## config.mk

```make
export PLATFORM = sky130hd
export DESIGN_NAME = fibonacci_like_term_mod_pow10_core
export DESIGN_NICKNAME = d
export VERILOG_FILES = /design/src/sv/fibm_pkg.sv /design/src/sv/fibm_cell.sv /design/src/sv/fibm_reduce.sv /design/src/sv/fibonacci_like_term_mod_pow10_core.sv
export SDC_FILE = /design/constraint.sdc
export NUM_CORES = 2
export LEC_CHECK = 0
export ABC_AREA = 1
export BUFFER_PORTS_ARGS = -buffer_cell sky130_fd_sc_hd__buf_2
export CAP_MARGIN = 5
export CORE_AREA = 2 2 275 277
export CTS_CLUSTER_DIAMETER = 150
export DETAILED_ROUTE_END_ITERATION = 8
export DIE_AREA = 0 0 277 279
export PLACE_DENSITY = 0.81
export SETUP_SLACK_MARGIN = 0.02
export SKIP_LAST_GASP = 1
export SYNTH_ARGS = -nofsm -noshare
export SYNTH_HDL_FRONTEND = slang
export SYNTH_SLANG_ARGS = --single-unit
```

## constraint.sdc

```tcl
create_clock -name clk_i -period 9.9 [get_ports clk_i]
set_clock_uncertainty 0.05 [all_clocks]
set_input_delay 1.98 -clock clk_i [delete_from_list [all_inputs] [get_ports clk_i]]
set_output_delay 1.98 -clock clk_i [all_outputs]
set_load 0.02 [all_outputs]
```

## src/sv/fibm_pkg.sv

```systemverilog
// Shared constants, types and helpers for the Fibonacci-like term core.
package fibm_pkg;

  // Exponent bits walked by the square-and-multiply loop
  localparam int INDEX_BITS = 31;
  // Width of the term_index field on the bus
  localparam int IDX_FIELD_W = 31;
  // Width of any residue (modulus at most 10000)
  localparam int MOD_W = 14;
  // Width of values fed to the bit-serial reducer
  localparam int RED_W = 32;
  // Reducer retires two bits a cycle
  localparam int RED_STEPS = RED_W / 2;
  localparam int RED_CNT_W = $clog2(RED_STEPS + 1);
  // Loop counter holds INDEX_BITS itself
  localparam int CNT_W = $clog2(INDEX_BITS + 1);

  typedef enum logic [2:0] {
    ST_IDLE,
    ST_SEED,
    ST_MUL,
    ST_WAIT,
    ST_FIN,
    ST_FWAIT,
    ST_OUT
  } state_e;

  // Control shared by every bit cell of the exponent chain
  typedef struct packed {
    logic load;
    logic shift;
  } cell_ctl_t;

  // Ten to the digit count, saturated at four digits
  function automatic logic [MOD_W-1:0] mod_of(input logic [2:0] m);
    logic [MOD_W-1:0] r;
    case (m)
      3'd0:    r = MOD_W'(1);
      3'd1:    r = MOD_W'(10);
      3'd2:    r = MOD_W'(100);
      3'd3:    r = MOD_W'(1000);
      default: r = MOD_W'(10000);
    endcase
    return r;
  endfunction

endpackage

```

## src/sv/fibm_cell.sv

```systemverilog
// One bit cell of the exponent chain; hands its bit to the next cell on each step.
module fibm_cell
  import fibm_pkg::*;
(
  input  logic      clk_i,
  input  cell_ctl_t ctl_i,
  input  logic      load_bit_i,
  input  logic      prev_bit_i,
  output logic      bit_o
);

  logic bit_q;
  logic bit_d;

  // Load from the beat, else take the neighbour's bit on a step
  always_comb begin
    bit_d = bit_q;
    if (ctl_i.load) begin
      bit_d = load_bit_i;
    end else if (ctl_i.shift) begin
      bit_d = prev_bit_i;
    end
  end

  always_ff @(posedge clk_i) begin
    bit_q <= bit_d;
  end

  assign bit_o = bit_q;

endmodule

```

## src/sv/fibm_reduce.sv

```systemverilog
// Bit-serial modular reducer: value mod modulus, two bits per cycle.
module fibm_reduce
  import fibm_pkg::*;
(
  input  logic             clk_i,
  input  logic             rst_ni,
  input  logic             start_i,
  input  logic [RED_W-1:0] value_i,
  input  logic [MOD_W-1:0] mod_i,
  output logic             done_o,
  output logic [MOD_W-1:0] res_o
);

  logic [MOD_W-1:0]     r_q, r_d;
  logic [RED_W-1:0]     val_q;
  logic [MOD_W-1:0]     mod_q;
  logic [RED_CNT_W-1:0] cnt_q;
  logic                 busy_q;
  logic                 done_q;
  logic [MOD_W:0]       t1;
  logic [MOD_W:0]       t2;

  // Two restoring steps: shift in a bit, subtract once if over
  always_comb begin
    t1 = {r_q, val_q[RED_W-1]};
    if (t1 >= {1'b0, mod_q}) begin
      t1 = t1 - {1'b0, mod_q};
    end
    t2 = {t1[MOD_W-1:0], val_q[RED_W-2]};
    if (t2 >= {1'b0, mod_q}) begin
      t2 = t2 - {1'b0, mod_q};
    end
    r_d = t2[MOD_W-1:0];
  end

  // Datapath
  always_ff @(posedge clk_i) begin
    if (start_i) begin
      r_q   <= '0;
      val_q <= value_i;
      mod_q <= mod_i;
    end else if (busy_q) begin
      r_q   <= r_d;
      val_q <= {val_q[RED_W-3:0], 2'b00};
    end
  end

  // Control
  always_ff @(posedge clk_i or negedge rst_ni) begin
    if (!rst_ni) begin
      cnt_q  <= '0;
      busy_q <= 1'b0;
      done_q <= 1'b0;
    end else if (start_i) begin
      cnt_q  <= RED_CNT_W'(RED_STEPS);
      busy_q <= 1'b1;
      done_q <= 1'b0;
    end else if (busy_q) begin
      cnt_q <= cnt_q - RED_CNT_W'(1);
      if (cnt_q == RED_CNT_W'(1)) begin
        busy_q <= 1'b0;
        done_q <= 1'b1;
      end
    end else begin
      done_q <= 1'b0;
    end
  end

  assign done_o = done_q;
  assign res_o  = r_q;

`ifndef SYNTHESIS
  a_res_below_mod: assert property (@(posedge clk_i) disable iff (!rst_ni)
    done_q |-> (r_q < mod_q))
    else $error("reducer result not below modulus");
  a_done_after_busy: assert property (@(posedge clk_i) disable iff (!rst_ni)
    $rose(done_q) |-> $past(busy_q))
    else $error("reducer done without a run");
`endif

endmodule

```

## src/sv/fibonacci_like_term_mod_pow10_core.sv

```systemverilog
// Top level: term n of a Fibonacci-like sequence modulo ten to the digit count.
//
// One beat in gives one beat out: f(n) mod 10^m for f(0)=seed_first,
// f(1)=seed_second. A digit count above four is treated as four. Items are
// handled one at a time: the next input beat can be taken once the result
// has moved into the output register. The seed reduction comes first, then
// the exponent walks a chain of INDEX_BITS bit cells, one bit per loop pass
// (a step that starts the bit-serial modular reducers, then a wait on them),
// and a final pass of the same kind forms the term. A finished result is
// held in the output register so a new beat can be taken while it waits; a
// result still waiting there when the next one is ready stalls the block.
module fibonacci_like_term_mod_pow10_core
  import fibm_pkg::*;
(
  input  logic         clk_i,
  input  logic         rst_ni,
  input  logic         s_tvalid_i,
  output logic         s_tready_o,
  // [31:0] seed_first, [63:32] seed_second, [94:64] term_index,
  // [97:95] digit_count, [103:98] zero
  input  logic [103:0] s_tdata_i,
  output logic         m_tvalid_o,
  input  logic         m_tready_i,
  // [13:0] term_value, [15:14] zero
  output logic [15:0]  m_tdata_o
);

  state_e state_q, state_d;

  logic [MOD_W-1:0] mod_q;
  logic [MOD_W-1:0] a_q, b_q;
  logic [MOD_W-1:0] x_q, y_q;
  logic [MOD_W-1:0] x_d, y_d;
  logic [CNT_W-1:0] cnt_q;
  logic             out_valid_q;
  logic [MOD_W-1:0] out_q;

  logic             accept;
  logic             out_load;
  logic             start0, start1;
  logic [RED_W-1:0] val0, val1;
  logic [MOD_W-1:0] red_mod;
  logic             done0, done1;
  logic [MOD_W-1:0] res0, res1;
  cell_ctl_t        cell_ctl;
  logic [INDEX_BITS:0] chain;
  logic             cur_bit;

  logic [MOD_W+1:0] lin_sum;
  logic [28:0]      p1, p2;
  logic [27:0]      pf;
  logic [MOD_W:0]   add_sum;

  assign accept     = s_tvalid_i && s_tready_o;
  assign s_tready_o = (state_q == ST_IDLE);
  assign out_load   = (state_q == ST_OUT) && (!out_valid_q || m_tready_i);

  // Exponent bit chain, most significant bit leaves at the top
  assign chain[0] = 1'b0;
  for (genvar i = 0; i < INDEX_BITS; i++) begin : g_cell
    logic load_bit;
    if (i < IDX_FIELD_W) begin : g_fld
      assign load_bit = s_tdata_i[64 + i];
    end else begin : g_zero
      assign load_bit = 1'b0;
    end
    fibm_cell u_cell (
      .clk_i      (clk_i),
      .ctl_i      (cell_ctl),
      .load_bit_i (load_bit),
      .prev_bit_i (chain[i]),
      .bit_o      (chain[i+1])
    );
  end
  assign cur_bit = chain[INDEX_BITS];

  // Doubling products: F(2k)=x(x+2y), F(2k-1)=x^2+y^2
  assign lin_sum = (MOD_W+2)'(x_q) + {1'b0, y_q, 1'b0};
  assign p1      = 29'(x_q) * 29'(lin_sum);
  assign p2      = 29'(x_q) * 29'(x_q) + 29'(y_q) * 29'(y_q);
  // Final combination F(n)*b + F(n-1)*a
  assign pf      = 28'(x_q) * 28'(b_q) + 28'(y_q) * 28'(a_q);

  // Next state
  always_comb begin
    state_d = state_q;
    case (state_q)
      ST_IDLE:  if (accept) begin state_d = ST_SEED; end
      ST_SEED:  if (done0) begin state_d = ST_MUL; end
      ST_MUL:   state_d = ST_WAIT;
      ST_WAIT: begin
        if (done0) begin
          state_d = (cnt_q == CNT_W'(1)) ? ST_FIN : ST_MUL;
        end
      end
      ST_FIN:   state_d = ST_FWAIT;
      ST_FWAIT: if (done0) begin state_d = ST_OUT; end
      ST_OUT:   if (out_load) begin state_d = ST_IDLE; end
      default:  state_d = ST_IDLE;
    endcase
  end

  // Outputs of the sequencer
  always_comb begin
    start0         = 1'b0;
    start1         = 1'b0;
    val0           = '0;
    val1           = '0;
    red_mod        = mod_q;
    cell_ctl.load  = 1'b0;
    cell_ctl.shift = 1'b0;
    case (state_q)
      ST_IDLE: begin
        start0        = accept;
        start1        = accept;
        val0          = s_tdata_i[31:0];
        val1          = s_tdata_i[63:32];
        red_mod       = mod_of(s_tdata_i[97:95]);
        cell_ctl.load = accept;
      end
      ST_MUL: begin
        start0 = 1'b1;
        start1 = 1'b1;
        val0   = RED_W'(p1);
        val1   = RED_W'(p2);
      end
      ST_WAIT:  cell_ctl.shift = done0;
      ST_FIN: begin
        start0 = 1'b1;
        val0   = RED_W'(pf);
      end
      default: begin
      end
    endcase
  end

  // Pair update after a pass: optional step by the base matrix
  always_comb begin
    add_sum = {1'b0, res0} + {1'b0, res1};
    if (add_sum >= {1'b0, mod_q}) begin
      add_sum = add_sum - {1'b0, mod_q};
    end
    if (cur_bit) begin
      x_d = add_sum[MOD_W-1:0];
      y_d = res0;
    end else begin
      x_d = res0;
      y_d = res1;
    end
  end

  fibm_reduce u_red0 (
    .clk_i   (clk_i),
    .rst_ni  (rst_ni),
    .start_i (start0),
    .value_i (val0),
    .mod_i   (red_mod),
    .done_o  (done0),
    .res_o   (res0)
  );

  fibm_reduce u_red1 (
    .clk_i   (clk_i),
    .rst_ni  (rst_ni),
    .start_i (start1),
    .value_i (val1),
    .mod_i   (red_mod),
    .done_o  (done1),
    .res_o   (res1)
  );

  // Datapath registers
  always_ff @(posedge clk_i) begin
    if (accept) begin
      mod_q <= mod_of(s_tdata_i[97:95]);
      x_q   <= '0;
      y_q   <= (s_tdata_i[97:95] == 3'd0) ? '0 : MOD_W'(1);
    end
    if (state_q == ST_SEED && done0) begin
      a_q <= res0;
      b_q <= res1;
    end
    if (state_q == ST_WAIT && done0) begin
      x_q <= x_d;
      y_q <= y_d;
    end
    if (out_load) begin
      out_q <= res0;
    end
  end

  // Control registers
  always_ff @(posedge clk_i or negedge rst_ni) begin
    if (!rst_ni) begin
      state_q     <= ST_IDLE;
      cnt_q       <= '0;
      out_valid_q <= 1'b0;
    end else begin
      state_q <= state_d;
      if (accept) begin
        cnt_q <= CNT_W'(INDEX_BITS);
      end else if (state_q == ST_WAIT && done0) begin
        cnt_q <= cnt_q - CNT_W'(1);
      end
      if (out_load) begin
        out_valid_q <= 1'b1;
      end else if (m_tready_i) begin
        out_valid_q <= 1'b0;
      end
    end
  end

  assign m_tvalid_o = out_valid_q;
  assign m_tdata_o  = {2'b00, out_q};

`ifndef SYNTHESIS
  a_red_lockstep: assert property (@(posedge clk_i) disable iff (!rst_ni)
    (state_q == ST_SEED || state_q == ST_WAIT) |-> (done0 == done1))
    else $error("reducers out of step");
  a_pair_reduced: assert property (@(posedge clk_i) disable iff (!rst_ni)
    (state_q == ST_MUL) |-> (x_q < mod_q && y_q < mod_q))
    else $error("pair not reduced");
  a_cnt_live: assert property (@(posedge clk_i) disable iff (!rst_ni)
    (state_q == ST_MUL || state_q == ST_WAIT) |-> (cnt_q != '0))
    else $error("loop counter ran out");
`endif

endmodule

```

## Word level (Yosys, flattened, before mapping)

Index checks and enable logic that the tools add are counted.

| storage, ports and cells | value |
|---|---|
| bits in registers | 257 |
| latch bits | 0 |
| bits in writable memories | 0 |
| memory bits (read-only) | 0 |
| input bits | 108 |
| memories kept | 0 |

| cells by class | value |
|---|---|
| add/subtract/negate cells | 12 |
| multipliers | 5 |
| divide/modulo/power cells | 0 |
| magnitude comparators | 5 |
| eq/ne operators | 18 |
| shift-type cells | 0 |
| muxes and demuxes | 110 |
| bitwise logic cells | 0 |
| reduce and logical (&&, ||, !) cells | 15 |

Operators with widths:

| operator | count |
|---|---|
| $mux 14 | 12 |
| $mux 32 | 4 |
| $mul 14x14->28 | 4 |
| $pmux 32 s3 | 1 |
| $mux 1 | 76 |
| $ge 15x14->1 | 5 |
| $sub 14x14->14 | 5 |
| $pmux 32 s2 | 1 |
| $pmux 14 s4 | 1 |
| $mux 5 | 6 |
| $add 28x28->29 | 1 |
| $mul 14x16->29 | 1 |
| $add 28x28->28 | 1 |
| $pmux 3 s7 | 1 |
| $mux 3 | 6 |
| $add 14x15->16 | 1 |
| $add 14x14->15 | 1 |
| $eq 5x1->1 const B | 3 |
| $sub 5x1->5 const B | 3 |
| $eq 3x2->1 const B | 4 |
| $reduce_bool 2->1 | 5 |
| $eq 3x3->1 const B | 3 |
| $ne 2x1->1 const B | 4 |
| $eq 3x1->1 const B | 2 |
| 9 further kinds | 14 |

## Depth between registers and ports, before layout

| depth | value |
|---|---|
| word-level depth | 5 |
| depth in mapped cells | 37 |

## Modules after synthesis

A second synthesis with hierarchy kept.

| second synthesis, totals | value |
|---|---|
| cell total of the unflattened synthesis | 6,225 |
| area, all modules | 48,896.9 um^2 |

Modules (own cells, without submodules):

| module | instances | cells an instance | area each (um^2) | sequential area each (um^2) |
|---|---|---|---|---|
| fibonacci_like_term_mod_pow10_core | 1 | 4,815 | 38,245.4 | 2,567.5 |
| fibm_reduce | 2 | 612 | 4,530.6 | 1,836.8 |
| fibm_cell | 31 | 6 | 51.3 | 30.0 |

## Least setup slack after synthesis

Ideal clock, no wire load.

| timing | value |
|---|---|
| kind | register -> register |
| start | register x_q[2] |
| end | register u_red0.val_q[25], data pin |
| arrival | 6.931 ns |
| required time | 9.595 ns |
| slack | 2.664 ns |
| stages on the path, launching flop included | 34 |
| buffers on the path | 1 |
| period minus slack after synthesis | 7.236 ns |
| cells stage by stage | edfxtp_1 -> inv_1 -> clkbuf_1 -> fa_1 -> inv_1 -> nand2_1 -> nand2_1 -> a21oi_1 -> o21ai_0 -> a31oi_1 -> xor2_1 -> inv_1 -> nor2_1 -> fa_1 -> inv_1 -> fa_1 -> inv_1 -> fa_1 -> fa_1 -> fa_1 -> inv_1 -> fa_1 -> inv_1 -> ha_1 -> a21oi_1 -> a21boi_0 -> o21ai_0 -> nand2_1 -> nand3_1 -> or2_2 -> nand3_1 -> nand4_1 -> o21ai_0 -> inv_1 |

| between the ends | value |
|---|---|
| longest elaborated chain between the ends | 4 |
| elaborated cells between the ends (all ways) | 6 |
| those cells by class | add/sub: 2; mul: 2; mux: 2 |

Ends and longest elaborated chain:

| element | RTL line | RTL |
|---|---|---|
| start, declared | fibonacci_like_term_mod_pow10_core.sv:32 | `logic [MOD_W-1:0] x_q, y_q;` |
| start signal, assigned | fibonacci_like_term_mod_pow10_core.sv:176 | `x_q <= '0;` |
| start signal, assigned | fibonacci_like_term_mod_pow10_core.sv:184 | `x_q <= x_d;` |
| $mul 14x14->28 / $add 14x15->16 (equally long branches) | fibonacci_like_term_mod_pow10_core.sv:82, fibonacci_like_term_mod_pow10_core.sv:78 |  |
| $add 28x28->28 / $mul 14x16->29 (equally long branches) | fibonacci_like_term_mod_pow10_core.sv:82, fibonacci_like_term_mod_pow10_core.sv:79 |  |
| $pmux 32 s3 * | fibonacci_like_term_mod_pow10_core.sv:112 | `case (state_q)` |
| $mux 32 * | fibm_reduce.sv:38 | `if (start_i) begin` |
| end signal, assigned | fibm_reduce.sv:40 | `val_q <= value_i;` |
| end signal, assigned | fibm_reduce.sv:44 | `val_q <= {val_q[RED_W-3:0], 2'b00};` |
| end, declared | fibm_reduce.sv:15 | `logic [RED_W-1:0] val_q;` |

Every way passes the cells marked *; elsewhere a longest branch is shown, timed or not.
A chain may end at the register's enable or synchronous reset.

## Worst setup path after layout

Ends and elaborated chain as after synthesis.

==> out/qor.csv <==
stage,metric,value,unit
outcome,outcome,finished with violations,
outcome,failing checks,design-rule violations,
cts,clock sink count,239,
synth,Cell variety after synth,59,
placed_design,Placed Area,49300,um^2
drt,iteration count of the initial detailed-routing pass,9,
cts,cts repair resizes,0,
synth,register area share after synthesis,14.2,%
global_routing,pin count of the biggest net entering global routing,67,
synth,number of flops mapped to enable cells by yosys,189,
cts,hold_buf cts,0,
synth,Commonest cells post-synth,"inv_1 (1589), nand2_1 (1419), fa_1 (798), ha_1 (468), nor2_1 (297)",
timing,Final Hold Fails,0,
cts,Clock Root Buffer,clkbuf_16,
layout,"Design Area, Final",50100,um^2
cts,CTS HTree Levels,1,
layout,fin nets,7397,
global_routing,total track usage,34.9,%
layout,area grow syn2layout,4.72,%
power_and_ir_drop,pwr/cell area,124,nW/um^2
synth,prevailing post-synth register cell,edfxtp_1,
global_routing,vias in the first global route,40500,
die,die area,77300,um^2
critical_path,crit-path max cell delay,0.80,ns
synth,"count leader, synth",inv_1,
layout,area occupied by multi-input gates,34300,um^2
drt,DRT Wirelength,131000,um
synth,Synth Area per Inst,7.95,um^2
timing,total negative setup slack,0,ns
global_routing,first-pass GRT wire length,211000,um
synth,asr flop ratio synth,9.21,%
layout,sequential standard cell area,6790,um^2
placed_design,Final HPWL DP,106000,um
critical_path,CP Max Fanout,16,
layout,layout cells sized above 1,4.93,%
die,Horiz. Die Dim,277,um
critical_path,Worst setup SP type,flop,
die,Starting Density,64.6,%
drt,Routed WL per cell,18.6,um
power_and_ir_drop,Worst VDD drop,335,uV
synth,Mapped Area,47800,um^2
drt,Routed Antenna Nets,0,
cts,post-CTS setup repair buffer count,0,
synth,top area cells in the synthesized netlist,"fa_1 (33%), inv_1 (12%), ha_1 (12%)",
cts,TritonCTS Buffers,24,
cts,Worst-path clk slew,0.07,ns
critical_path,CP max-delay cell,xor2_1,
timing,Achievable Freq,112,MHz
synth,Yosys warning total,0,
critical_path,CP Data Arrival Time,9.16,ns
cts,TritonCTS clock tree,done,
synth,Syn Inst Count,6018,
timing,Rel. slew slack,28.6,%
critical_path,"Largest delay share family, worst path",adder cells,
placed_design,GPL Wtd Cong,0.955,
drt,Via Count,39300,
timing,pin slew with the least headroom to its limit,1.07,ns
critical_path,CP bufs+invs,8,
cts,Longest Clk Path Bufs,3,
drt,drt drc,2,
global_routing,GRT overflow,0,
global_routing,initial antenna violation count,4,
drt,routed vias/inst,5.61,
critical_path,Worst EP required,10.17,ns
die,Rows,100,
timing,max-slew violation count,0,
power_and_ir_drop,P_leak,28.3,nW
die,IO Count,126,
synth,Yosys top cell by area,fa_1,
synth,Synth Register Bits,239,
worst_hold_path,Hold Path Class,reg -> reg,
drt,drt initial violations,3470,
placed_design,I/O Buffers,117,
die,Die Y-Extent,279,um
critical_path,Worst path most repeated cell,inv_1,
synth,Yosys top cell area share,33.4,%
timing,unrepaired setup endpoints after global routing,no,
timing,Final Cycle Share,89.8,%
critical_path,crit end category,flop,
timing,minimum clock period,8.89,ns
layout,FILL cells,6093,
cts,Skew-Pair Late Insertion Delay,0.56,ns
flow_run,max cap viols,0,
critical_path,crit path kind,reg -> reg,
die,Core Box Area,74100,um^2
timing,Setup Viol. Count Final,0,
-- routing by layer --
layer / vias up / wire (um) / global-route usage, % / part of all wire (%)
met2: 1840 / 61300 / 57.9 / 47
li1: 18000 / - / - / -
met5: - / 41 / 0 / 0.031
met1: 19000 / 48600 / 43.7 / 37
met4: 6 / 8600 / 19.7 / 6.6
met3: 439 / 12200 / 5.75 / 9.3
-- cell families after synthesis --
group | count (synthesis) | share of synthesized area (%)
AO/OA/AOI/OAI | 530 | 6.20
XOR/XNOR | 84 | 1.54
other | 1 | 0.00784
buffers and inverters | 1799 | 14.3
AND/OR/NAND/NOR | 2099 | 18.2
adder cells (fa/ha/maj) | 1266 | 45.6
flip-flops | 239 | 14.2
-- tightest hold or removal path, stage by stage, from the launching register on --
cell and delay [ns]:
dfxtp_1 0.34, nand2_1 0.07, nand2_1 0.05
-- report_power, final --
group	total, W	internal, W	leakage, nW	switching (W)
logic	0.00385	0.00141	25.6	0.00244
registers	0.00140	0.00122	2.38	0.000186
clock network	0.000946	0.000509	0.375	0.000438
total	0.00620	0.00313	28.3	0.00307
-- layout make-up --
type                    instances  area share, %
repair buffers                176           2.05
clock buffers                  25           1.21
inverters                    1600           12.0
flip-flops and latches        239           13.5
multi-input cells            3982           68.4
clock inverters                19          0.397
well taps                     969           2.42
diodes                          1        0.00499
-- cells in the final DEF, fill, tap and decap left out, types with 49 or more instances in the layout --
cell	n
nor2_1	296
edfxtp_1	189
o21ai_0	172
nand3_1	205
xor2_1	54
fa_1	798
buf_4	59
inv_1	1589
ha_1	468
a21oi_1	228
buf_2	117
nand2_1	1417
nand4_1	49
-- flip-flops by register name, indices dropped and copies added, names as in the netlist --
register / count
u_red0.val_q: 32
u_red0.done_o: 1
u_red0.res_o: 14
u_red1.val_q: 32
cnt_q: 5
g_cell.u_cell.bit_o: 31
u_red0.cnt_q: 5
mod_q: 8
m_tvalid_o: 1
a_q: 14
y_q: 14
u_red1.res_o: 14
out_q: 14
u_red1.cnt_q: 5
b_q: 14
state_q: 3
u_red0.mod_q: 8
u_red1.mod_q: 8
u_red0.busy_q: 1
u_red1.busy_q: 1
x_q: 14
-- final timing paths --
check	startpoint	endpoint	slack [ns]	cells past startpoint
min reg2reg	u_red0.res_o[10]	u_red0.res_o[10]	0.45	2
min in group asynchronous	rst_ni	u_red1.cnt_q[2]	1.40	1
max	x_q[2]	u_red0.val_q[25]	1.01	31
max reg2reg	x_q[2]	u_red0.val_q[25]	1.01	31
min	u_red0.res_o[10]	u_red0.res_o[10]	0.45	2
max in group asynchronous	rst_ni	u_red1.cnt_q[0]	7.97	1
-- per-stage QoR --
stage | power, W | util [%] | cells | hold slack [ns] | worst slack [ns]
floorplan | 0.00436 | - | 6020 | 0.407 | 2.66
global placement | 0.00512 | 66.5 | 6966 | 0.431 | 1.41
detailed placement | 0.00519 | 66.5 | 6966 | 0.436 | 1.31
CTS | 0.00616 | 67.6 | 7010 | 0.455 | 1.30
global route | 0.00675 | 67.6 | 7010 | 0.482 | 0.689
finish | 0.00620 | 67.6 | 7011 | 0.455 | 1.01
Note: power is estimated with default switching activity, not from simulation.
